$ cat src/rtl/core/ig3d_pkg.sv
// Package for the isotropic gradient block: payload types, stencil table,
// weights, register indexes and controller states. No dependencies.
package ig3d_pkg;

    localparam int DimX = 32;
    localparam int DimY = 32;
    localparam int DimZ = 32;
    localparam int XW = $clog2(DimX);
    localparam int YW = $clog2(DimY);
    localparam int ZW = $clog2(DimZ);
    localparam int AddrW = XW + YW + ZW;
    localparam int Depth = DimX * DimY * DimZ;
    localparam int AccW = 64;
    localparam int E4Count = 18;
    localparam int E6Count = 32;

    localparam logic [2:0] RegSizeX = 3'd0;
    localparam logic [2:0] RegSizeY = 3'd1;
    localparam logic [2:0] RegSizeZ = 3'd2;
    localparam logic [2:0] RegStencil = 3'd3;
    localparam logic [2:0] RegBoundary = 3'd4;

    localparam logic OpWrite = 1'b0;
    localparam logic OpQuery = 1'b1;

    typedef struct packed {
        logic               operation;
        logic [4:0]         cell_x;
        logic [4:0]         cell_y;
        logic [4:0]         cell_z;
        logic signed [31:0] cell_value;
    } in_item_t;

    typedef struct packed {
        logic signed [31:0] gradient_x;
        logic signed [31:0] gradient_y;
        logic signed [31:0] gradient_z;
    } out_item_t;

    typedef struct packed {
        logic signed [2:0] dx;
        logic signed [2:0] dy;
        logic signed [2:0] dz;
        logic [1:0]        shell;
    } offset_t;

    typedef enum logic [2:0] {
        ST_IDLE,
        ST_PREP,
        ST_ADDR,
        ST_ACC,
        ST_DONE
    } state_t;

    typedef struct packed {
        logic load;
        logic prep;
        logic issue;
        logic acc;
        logic clear;
        logic finish;
    } cmd_t;

    typedef struct packed {
        logic last;
    } stat_t;

    function automatic offset_t stencil_offset(input logic [4:0] p);
        offset_t o;
        unique case (p)
            5'd0:  o = '{3'sd1, 3'sd0, 3'sd0, 2'd0};
            5'd1:  o = '{-3'sd1, 3'sd0, 3'sd0, 2'd0};
            5'd2:  o = '{3'sd0, 3'sd1, 3'sd0, 2'd0};
            5'd3:  o = '{3'sd0, -3'sd1, 3'sd0, 2'd0};
            5'd4:  o = '{3'sd0, 3'sd0, 3'sd1, 2'd0};
            5'd5:  o = '{3'sd0, 3'sd0, -3'sd1, 2'd0};
            5'd6:  o = '{3'sd1, 3'sd1, 3'sd0, 2'd1};
            5'd7:  o = '{3'sd1, -3'sd1, 3'sd0, 2'd1};
            5'd8:  o = '{-3'sd1, 3'sd1, 3'sd0, 2'd1};
            5'd9:  o = '{-3'sd1, -3'sd1, 3'sd0, 2'd1};
            5'd10: o = '{3'sd1, 3'sd0, 3'sd1, 2'd1};
            5'd11: o = '{3'sd1, 3'sd0, -3'sd1, 2'd1};
            5'd12: o = '{-3'sd1, 3'sd0, 3'sd1, 2'd1};
            5'd13: o = '{-3'sd1, 3'sd0, -3'sd1, 2'd1};
            5'd14: o = '{3'sd0, 3'sd1, 3'sd1, 2'd1};
            5'd15: o = '{3'sd0, 3'sd1, -3'sd1, 2'd1};
            5'd16: o = '{3'sd0, -3'sd1, 3'sd1, 2'd1};
            5'd17: o = '{3'sd0, -3'sd1, -3'sd1, 2'd1};
            5'd18: o = '{3'sd1, 3'sd1, 3'sd1, 2'd2};
            5'd19: o = '{3'sd1, 3'sd1, -3'sd1, 2'd2};
            5'd20: o = '{3'sd1, -3'sd1, 3'sd1, 2'd2};
            5'd21: o = '{3'sd1, -3'sd1, -3'sd1, 2'd2};
            5'd22: o = '{-3'sd1, 3'sd1, 3'sd1, 2'd2};
            5'd23: o = '{-3'sd1, 3'sd1, -3'sd1, 2'd2};
            5'd24: o = '{-3'sd1, -3'sd1, 3'sd1, 2'd2};
            5'd25: o = '{-3'sd1, -3'sd1, -3'sd1, 2'd2};
            5'd26: o = '{3'sd2, 3'sd0, 3'sd0, 2'd3};
            5'd27: o = '{-3'sd2, 3'sd0, 3'sd0, 2'd3};
            5'd28: o = '{3'sd0, 3'sd2, 3'sd0, 2'd3};
            5'd29: o = '{3'sd0, -3'sd2, 3'sd0, 2'd3};
            5'd30: o = '{3'sd0, 3'sd0, 3'sd2, 2'd3};
            default: o = '{3'sd0, 3'sd0, -3'sd2, 2'd3};
        endcase
        return o;
    endfunction

    function automatic logic [22:0] shell_weight(input logic e6, input logic [1:0] s);
        logic [22:0] w;
        unique case ({e6, s})
            3'b000:  w = 23'd2796203;
            3'b001:  w = 23'd1398101;
            3'b100:  w = 23'd2236962;
            3'b101:  w = 23'd1118481;
            3'b110:  w = 23'd279620;
            3'b111:  w = 23'd139810;
            default: w = 23'd0;
        endcase
        return w;
    endfunction

endpackage

$ cat src/rtl/core/ig3d_ctrl.sv
// Controller for the gradient block: loads write items and sequences stencil offsets of a query.
// Depends on ig3d_pkg.
module ig3d_ctrl (
    input  logic             clk,
    input  logic             rst_n,
    input  logic             start,
    input  logic             operation,
    input  ig3d_pkg::stat_t  stat,
    output ig3d_pkg::cmd_t   cmd,
    output logic             busy
);
    import ig3d_pkg::*;

    state_t state_reg, state_next;

    always_ff @(posedge clk or negedge rst_n)
    begin
        if (!rst_n)
        begin
            state_reg <= ST_IDLE;
        end
        else
        begin
            state_reg <= state_next;
        end
    end

    always_comb
    begin
        state_next = state_reg;
        cmd = '0;
        busy = 1'b1;
        unique case (state_reg)
            ST_IDLE:
            begin
                busy = 1'b0;
                cmd.load = start;
                if (start && operation == OpQuery)
                begin
                    cmd.clear = 1'b1;
                    state_next = ST_PREP;
                end
            end
            ST_PREP:
            begin
                cmd.prep = 1'b1;
                state_next = ST_ADDR;
            end
            ST_ADDR:
            begin
                cmd.issue = 1'b1;
                state_next = ST_ACC;
            end
            ST_ACC:
            begin
                cmd.acc = 1'b1;
                state_next = stat.last ? ST_DONE : ST_ADDR;
            end
            ST_DONE:
            begin
                cmd.finish = 1'b1;
                state_next = ST_IDLE;
            end
            default: state_next = ST_IDLE;
        endcase
    end

    assert property (@(posedge clk) disable iff (!rst_n)
        cmd.finish |=> !busy)
        else $error("finish not followed by idle");
    assert property (@(posedge clk) disable iff (!rst_n)
        cmd.acc && !stat.last |=> cmd.issue)
        else $error("offset sequence broken");
    assert property (@(posedge clk) disable iff (!rst_n)
        start && !busy && operation == OpQuery |=> cmd.prep)
        else $error("query not started");
endmodule

$ cat config.mk
export PLATFORM = sky130hd
export DESIGN_NAME = ig3d_ctrl
export DESIGN_NICKNAME = d
export VERILOG_FILES = /design/src/rtl/core/ig3d_pkg.sv /design/src/rtl/core/ig3d_ctrl.sv
export SDC_FILE = /design/constraint.sdc
export NUM_CORES = 1
export LEC_CHECK = 0
export BUFFER_PORTS_ARGS = -buffer_cell sky130_fd_sc_hd__buf_4
export CORE_AREA = 2 2 39 41
export DETAILED_ROUTE_END_ITERATION = 8
export DIE_AREA = 0 0 41 43
export PLACE_DENSITY_LB_ADDON = 0.15
export SLEW_MARGIN = 30
export SYNTH_ARGS = -nofsm -noshare
export SYNTH_HDL_FRONTEND = slang
export SYNTH_SLANG_ARGS = --single-unit
$ cat constraint.sdc
create_clock -name clk -period 1 [get_ports clk]
set_input_delay 0.1 -clock clk [delete_from_list [all_inputs] [get_ports clk]]
set_output_delay 0.1 -clock clk [all_outputs]
set_load 0.005 [all_outputs]
==> flow_metrics.env, run 1 <==
export IMPL_grt_overflow_total=0
export IMPL_cpPeakStageDelay_ns=0.41
export IMPL_syn2layout_area_growth_pct=126
export IMPL_grt_pass1_wl_um=779
export IMPL_fp_dieArea_mm2=0.00176
export IMPL_wl_um=483
export IMPL_period_share_pct=130
export IMPL_hp_start="stat"
export IMPL_slowest_stage="or3_4"
export IMPL_crit_start="state_reg[0]"
export IMPL_fin_util_pct=27.1
export IMPL_grt_max_degree=8
export IMPL_synth_simple_area_share_pct=41.4
export IMPL_initial_core_util_pct=12.0
export IMPL_worstMarginPinSlew_ns=0.148
export IMPL_coreArea_mm2=0.00138
export IMPL_synthAdderAreaFrac_pct=0
export IMPL_vias_per_cell=3.72
export IMPL_cts_tree="yes"
export IMPL_netlist_area_um2=166
export IMPL_hold_viol=0
export IMPL_clkLatencyLatePin_ns=0.23
export IMPL_n_fill_cell=159
export IMPL_leakage_nw=0.180
export IMPL_antenna_cells=0
export IMPL_muxShareOfSynthArea_pct=0
export IMPL_end_kind="output pin"
export IMPL_drive_gt1_share_pct=73.7
export IMPL_fin_cells=54
export IMPL_worstPathArrival_ns=1.20
export IMPL_setup_viol=8
export IMPL_synth_area_leader_cell="dfrtp_1"
export IMPL_hold_slack_ns=0.0559
export IMPL_synth_compound_area_share_pct=11.3
export IMPL_rows=14
export IMPL_worstPathRequired_ns=0.90
export IMPL_p_seq_share_pct=18.9
export IMPL_crit_buf_inv=1
export IMPL_rsz0062_at_grt="true"
export IMPL_cap_violations=0
export IMPL_violations="setup timing"
export IMPL_ys_warn_count=0
export IMPL_die_x_um=41
export IMPL_power_frac_clock_pct=19.9
export IMPL_first_pass_iters=3
export IMPL_setup_slack_ns=-0.300
export IMPL_net_switching_power_mw=0.341
export IMPL_ff2ff_setup_slack_ns=-0.08
export IMPL_outcome="finished, violations left"
export IMPL_crit_cells=3
export IMPL_synth_area_leaders="dfrtp_1 45%, nor3b_1 14%, or3_4 6.8%"
export IMPL_max_freq_mhz=769
export IMPL_critPathTopFamily="simple AND/OR/NAND/NOR gates"
export IMPL_grt_pass1_vias=192
export IMPL_r2r_cells=4
export IMPL_clockRootBuffer="clkbuf_4"
export IMPL_p_int_mw=0.725
export IMPL_clock_path_buffers=2
export IMPL_hp_class="input port to flop"
export IMPL_crit_chain="or3_4, nor2_2, buf_4"
export IMPL_antenna_found_initial=0
export IMPL_dpl_cell_count=47
export IMPL_swShare_pct=32.0
export IMPL_fp_dieH_um=43
export IMPL_grt_use_total_pct=7.96
export IMPL_worst_setup_path_start_kind="flop"
export IMPL_gp_congestion=0.628
export IMPL_first_iter_violations=2
export IMPL_final_min_clock_period_ns=1.30
export IMPL_combPwrFrac_pct=61.2
export IMPL_drv_slew=0
export IMPL_synth_xor_area_share_pct=0
export IMPL_relSlewSlack_pct=90.1
export IMPL_drc=0
export IMPL_place_area_um2=294
export IMPL_dp_slack_ns=-0.0574
export IMPL_ys_ff_latch=3
export IMPL_ir_drop_mv=0.651
export IMPL_crit_type="flop to output pin"
export IMPL_portBuffers=11
export IMPL_synth_fp_nets=22
export IMPL_cts_made_buffers=3
export IMPL_antenna_violating_nets_post_route=0
export IMPL_synth_seq_area_share_pct=45.1
export IMPL_htree_levels=1
export IMPL_synthCells=17
export IMPL_worstSetupEndpoint="cmd[5]"
export IMPL_synth_cell_types=13
export IMPL_hpwlAfterDp_um=336
export IMPL_r2r_end="state_reg[2]"
export IMPL_synth_top_area_share_pct=45.1
export IMPL_cts_sinks=3
export IMPL_ios=12
export IMPL_wire_per_inst_um=8.94
export IMPL_finalClockSkew_ns=0.00100
export IMPL_r2r_start="state_reg[0]"
export IMPL_final_area_um2=375
export IMPL_vias=201
export IMPL_largest_register_ffs=3
export IMPL_nets=44
export IMPL_syn_avg_cell_area_um2=9.79
export IMPL_synth_top_family_by_area="simple AND/OR/NAND/NOR gates"
export IMPL_p_per_area_mw_per_mm2=2840
export IMPL_clkTransAtPathRegs_ns=0.04
export IMPL_cp_max_fo=3
## synth_stat cells
library cell and instances:
nand2_1 1, dfrtp_1 3, a21oi_1 1, nor3_1 1, nor2_2 1, and3b_2 1
nor3b_1 3, o21bai_1 1, inv_1 1, nor2_1 1, a31oi_1 1, and2_1 1
or3_4 1
## logic make-up (layout without fill, tap and decap cells)
family	Yosys count	count (layout)
AOI/OAI and AO/OA	3	3
buffers and inverters	1	22
DFF	3	3
and+or+nand+nor	10	10
## layout make-up
cell class,count,area (um^2),area share (%)
timing repair buffer,17,138,36.7
multi-input combinational,13,113,30.0
sequential,3,75.1,20.0
clock buffer,4,26.3,7.00
tap,16,20.0,5.33
inverter,1,3.75,1.00
## cell usage in the layout, fill, tap and decap left out, drive strengths merged, types with 2 or more instances in the layout
cell type and count:
buf 16, clkbuf 4, nor3b 3, dfrtp 3, nor2 2
## power groups by stage
stage | Combinational (mW) | Sequential, mW | Clock (mW)
after floorplan | 0.191 | 0.243 | 0
after global placement | 0.513 | 0.203 | 0
after detailed placement | 0.515 | 0.201 | 0
after CTS | 0.561 | 0.202 | 0.223
after global routing | 0.727 | 0.207 | 0.220
final | 0.652 | 0.201 | 0.213
## layer usage
layer  GRT usage [%]  wire length [um]  vias up
li1                -                 -      102
met1            8.79               170       87
met2            7.81               238        8
met3            3.14                28        4
met4            14.0                45        0
met5               0                 0        -
## how the worst min path moves through the flow
| stage | depth (start not counted) | slack (ns) | to |
|---|---|---|---|
| 2_1_floorplan | 0 | -0.20 | state_reg[0] |
| 3_3_place_gp | 1 | -0.11 | state_reg[2] |
| 3_5_place_dp | 1 | -0.11 | state_reg[2] |
| 4_1_cts | 2 | 0.05 | state_reg[1] |
| 5_1_grt | 2 | 0.08 | state_reg[1] |
| 6_report | 2 | 0.06 | state_reg[1] |
## metrics by stage
step,setup TNS [ns],total power [mW]
3_3_place_gp,-0.104,0.716
5_1_grt,-2.26,1.15
6_report,-1.95,1.07
4_1_cts,-1.56,0.986
3_5_place_dp,-0.117,0.715
2_1_floorplan,-0.0518,0.434
## repair_timing
action                     CTS  global route
resized for setup            4             3
hold endpoints to repair     3             0
setup buffers                0             2
setup endpoints to repair    8             8
hold buffers                 1             0
pin swaps                    0             3
Power figures use the tool's default switching activity.
==> run 2, diff against run 1 <==
--- a/config.mk
+++ b/config.mk
@@ -11,3 +11,3 @@
 export DIE_AREA = 0 0 41 43
-export PLACE_DENSITY_LB_ADDON = 0.15
+export PLACE_DENSITY_LB_ADDON = 0.2
 export SLEW_MARGIN = 30
==> constraint.sdc (replaced) <==
create_clock -name clk -period 1 [get_ports clk]
set_input_delay 0.05 -clock clk [delete_from_list [all_inputs] [get_ports clk]]
set_output_delay 0.05 -clock clk [all_outputs]
set_load 0.005 [all_outputs]
==> flow_metrics.env, run 2 (synthesized netlist as in run 1, its figures left out) <==
export IMPL_initial_core_util_pct=12.0
export IMPL_clock_path_buffers=2
export IMPL_cap_violations=0
export IMPL_layout_commonest_cell="buf_4"
export IMPL_antenna_cells=0
export IMPL_grt_use_total_pct=7.44
export IMPL_relSlewSlack_pct=88.6
export IMPL_wl_um=551
export IMPL_period_share_pct=127
export IMPL_finalClockSkew_ns=0.000932
export IMPL_setup_viol=8
export IMPL_rsz0062_at_grt="true"
export IMPL_fp_dieArea_mm2=0.00176
export IMPL_outcome="finished, violations left"
export IMPL_fin_cells=54
export IMPL_drv_slew=0
export IMPL_clkLatencyLatePin_ns=0.23
export IMPL_dpl_cell_count=47
export IMPL_first_iter_violations=1
export IMPL_worstMarginPinSlew_ns=0.169
export IMPL_drive_gt1_share_pct=71.1
export IMPL_max_freq_mhz=787
export IMPL_slowest_stage="or3_4"
export IMPL_grt_pass1_vias=225
export IMPL_vias=206
export IMPL_cts_tree="yes"
export IMPL_dp_slack_ns=-0.0284
export IMPL_worst_setup_path_start_kind="flop"
export IMPL_wire_per_inst_um=10.2
export IMPL_drc=0
export IMPL_ir_drop_mv=0.986
export IMPL_final_cell_mix="14 x buf_4, 3 x nor3b_2, 3 x clkbuf_4, 3 x dfrtp_1"
export IMPL_violations="setup timing"
export IMPL_die_x_um=41
export IMPL_largest_register_ffs=3
export IMPL_p_per_area_mw_per_mm2=2900
export IMPL_first_pass_iters=2
export IMPL_antenna_violating_nets_post_route=0
export IMPL_final_min_clock_period_ns=1.27
export IMPL_clockRootBuffer="clkbuf_4"
export IMPL_setup_slack_ns=-0.271
export IMPL_clkTransAtPathRegs_ns=0.04
export IMPL_rows=14
export IMPL_crit_type="flop to output pin"
export IMPL_hp_class="input port to flop"
export IMPL_antenna_found_initial=0
export IMPL_leakage_nw=0.179
export IMPL_hold_viol=0
export IMPL_coreArea_mm2=0.00138
export IMPL_cpPeakStageDelay_ns=0.41
export IMPL_ios=12
export IMPL_worstPathArrival_ns=1.22
export IMPL_end_kind="output pin"
export IMPL_vias_per_cell=3.81
export IMPL_cts_sinks=3
export IMPL_gp_congestion=0.630
export IMPL_portBuffers=11
export IMPL_syn2layout_area_growth_pct=123
export IMPL_grt_pass1_wl_um=828
export IMPL_hpwlAfterDp_um=359
export IMPL_fp_dieH_um=43
export IMPL_htree_levels=1
export IMPL_crit_chain="or3_4, nor2_2, buf_4"
export IMPL_cp_max_fo=3
export IMPL_nets=44
export IMPL_grt_overflow_total=0
export IMPL_grt_max_degree=8
export IMPL_cts_made_buffers=3
export IMPL_worstPathRequired_ns=0.95
==> run 2: cell types whose count changed in the layout (fill, tap and decap cells not counted) <==
cell / change
nor3_2: -1
nor3_1: +1
==> run 2: worst max-delay path: cells and delay by family, from the launching register on <==
| kind | cells | cell delay (ns) |
|---|---|---|
| DFF | 1 | 0.37 |
| and+or+nand+nor | 2 | 0.51 |
| buffers and inverters | 1 | 0.11 |
==> run 2: final timing paths <==
path | startpoint | to | slack, ns | cells past startpoint
max | state_reg[2] | cmd[5] | -0.27 | 3
min | stat | state_reg[1] | 0.02 | 2
max reg2reg | state_reg[1] | state_reg[2] | -0.03 | 3
min reg2reg | state_reg[2] | state_reg[0] | 0.59 | 2
max in group asynchronous | rst_n | state_reg[1] | 0.76 | 2
min in group asynchronous | rst_n | state_reg[0] | 0.14 | 2
==> run 2: layout make-up <==
cell class	count	area (um^2)
Fill cell	150	1010
Timing Repair Buffer	17	138
Multi-Input combinational cell	13	108
Sequential cell	3	75.1
Clock buffer	4	26.3
Tap cell	16	20.0
Inverter	1	3.75
==> run 2: timing repair <==
action	CTS	global route
hold buffers	1	0
endpoints found under the hold margin	3	0
gates resized for setup	5	3
pin swaps	4	3
endpoints found under the setup margin	7	8
buffers inserted	2	1
==> run 2: per-stage QoR <==
stage                     util, %  power, mW  hold slack [ns]  TNS, ns  cell area, um^2
after floorplan                 -      0.428           -0.246        0              166
after global placement       21.1      0.712           -0.161  -0.0259              292
after detailed placement     21.1      0.719           -0.159  -0.0486              292
after CTS                    26.2       1.07          0.00364    -1.63              363
after global routing         26.8       1.17           0.0282    -1.57              370
final                        26.8       1.07           0.0181    -1.24              370
==> run 2: report_power, final <==
part	internal [mW]	switching, mW	leakage, nW
Sequential	0.174	0.0377	0.0369
Clock	0.149	0.0599	0.0150
Combinational	0.399	0.253	0.127
==> run 2: layer usage <==
metal	GRT usage, %	routed length, um	vias up
met5	0	0	-
met4	8.00	0	0
met3	1.57	63	0
met2	11.6	259	12
met1	7.12	227	93
li1	-	-	101
==> run 3, diff against run 2 <==
CTS_BUF_LIST = sky130_fd_sc_hd__clkbuf_8 sky130_fd_sc_hd__clkbuf_16   (was unset)
MAX_ROUTING_LAYER = met4   (was unset)
==> flow_metrics.env, run 3 (synthesized netlist as in run 1, its figures left out) <==
export IMPL_fp_dieArea_mm2=0.00176
export IMPL_relSlewSlack_pct=88.6
export IMPL_antenna_violating_nets_post_route=0
export IMPL_grt_pass1_wl_um=828
export IMPL_initial_core_util_pct=12.0
export IMPL_worst_setup_path_start_kind="flop"
export IMPL_crit_chain="or3_4, nor2_2, buf_4"
export IMPL_ios=12
export IMPL_gp_congestion=0.635
export IMPL_slowest_stage="or3_4"
export IMPL_worstPathArrival_ns=1.20
export IMPL_place_area_um2=292
export IMPL_syn2layout_area_growth_pct=134
export IMPL_period_share_pct=125
export IMPL_drive_gt1_share_pct=71.1
export IMPL_worstMarginPinSlew_ns=0.169
export IMPL_first_iter_violations=2
export IMPL_fp_dieH_um=43
export IMPL_cpPeakStageDelay_ns=0.41
export IMPL_wire_per_inst_um=10.3
export IMPL_clkTransAtPathRegs_ns=0.03
export IMPL_setup_viol=8
export IMPL_cts_tree="yes"
export IMPL_outcome="finished, violations left"
export IMPL_cts_sinks=3
export IMPL_first_pass_iters=3
export IMPL_vias=206
export IMPL_layout_commonest_cell="buf_4"
export IMPL_coreArea_mm2=0.00138
export IMPL_nets=44
export IMPL_cp_max_fo=3
export IMPL_final_cell_mix="14 x buf_4, 3 x nor3b_2, 3 x clkbuf_8, 3 x dfrtp_1"
export IMPL_violations="setup timing"
export IMPL_dpl_cell_count=47
export IMPL_clockRootBuffer="clkbuf_8"
export IMPL_ir_drop_mv=0.986
export IMPL_largest_register_ffs=3
export IMPL_final_min_clock_period_ns=1.25
export IMPL_max_freq_mhz=798
export IMPL_antenna_cells=0
export IMPL_portBuffers=11
export IMPL_grt_overflow_total=0
export IMPL_r2r_start="state_reg[1]"
export IMPL_worstPathRequired_ns=0.95
export IMPL_end_kind="output pin"
export IMPL_hp_start="stat"
export IMPL_antenna_found_initial=0
export IMPL_grt_max_degree=8
export IMPL_rows=14
export IMPL_crit_start="state_reg[2]"
export IMPL_rsz0062_at_grt="true"
export IMPL_vias_per_cell=3.81
export IMPL_fin_cells=54
export IMPL_drv_slew=0
export IMPL_wl_um=558
export IMPL_htree_levels=1
export IMPL_setup_slack_ns=-0.253
export IMPL_hpwlAfterDp_um=359
export IMPL_hold_viol=0
export IMPL_cts_made_buffers=3
export IMPL_grt_pass1_vias=224
export IMPL_leakage_nw=0.191
export IMPL_die_x_um=41
export IMPL_p_per_area_mw_per_mm2=3090
export IMPL_critPathTopFamily="simple AND/OR/NAND/NOR gates"
export IMPL_clkLatencyLatePin_ns=0.21
export IMPL_drc=0
export IMPL_clock_path_buffers=2
export IMPL_finalClockSkew_ns=0.000765
export IMPL_cap_violations=0
export IMPL_crit_buf_inv=1
export IMPL_tns_ns=-1.11
export IMPL_crit_type="flop to output pin"
export IMPL_final_area_um2=389
export IMPL_hp_class="input port to flop"
export IMPL_grt_use_total_pct=7.63
-- run 3: cell count changes in the layout (fill, tap and decap cells not counted), sizes merged --
cell	previous run	this run
clkbuf	4	3
inv	1	2
-- run 3: layout make-up --
class / instances / area (um^2)
Fill cell: 147 / 995
Timing Repair Buffer: 17 / 138
Multi-Input combinational cell: 13 / 108
Sequential cell: 3 / 75.1
Clock buffer: 3 / 41.3
Tap cell: 16 / 20.0
Clock inverter: 1 / 3.75
Inverter: 1 / 3.75
-- run 3: through the flow --
step	total power, mW	util (%)	setup WS [ns]	hold WS, ns
CTS	1.20	27.6	-0.246	0.0261
floorplan	0.428	-	0.0225	-0.246
finish	1.20	28.1	-0.253	0.0343
global placement	0.712	21.1	-0.0138	-0.161
detailed placement	0.719	21.1	-0.0284	-0.159
global route	1.30	28.1	-0.278	0.0526
-- run 3: metal layers --
layer	routed length, um	track usage, %
met2	257	11.6
met3	63	1.57
met4	0	8.00
met5	0	-
met1	237	7.12
-- run 3: power by group --
part           internal (mW)  total (mW)  switching (mW)
Combinational          0.399       0.651           0.252
Clock                  0.261       0.338          0.0773
Sequential             0.174       0.212          0.0377
Total                  0.834        1.20           0.367
-- run 3: path summary, 6_finish.rpt --
| check | endpoint | slack (ns) | cells after the start |
|---|---|---|---|
| worst max-delay path | cmd[5] | -0.25 | 3 |
| worst min-delay path | state_reg[1] | 0.03 | 2 |
| worst max register to register | state_reg[2] | -0.03 | 3 |
| worst min register to register | state_reg[0] | 0.59 | 2 |
| max in group asynchronous | state_reg[1] | 0.75 | 2 |
| min in group asynchronous | state_reg[0] | 0.16 | 2 |
-- run 3: what timing repair did --
| action | 4_1_cts | 5_1_grt |
|---|---|---|
| setup endpoints to repair | 7 | 8 |
| buffers inserted | 2 | 1 |
| pin swaps | 4 | 3 |
| endpoints found under the hold margin | 3 | 0 |
| gates resized for setup | 5 | 3 |
| hold buffers | 1 | 0 |
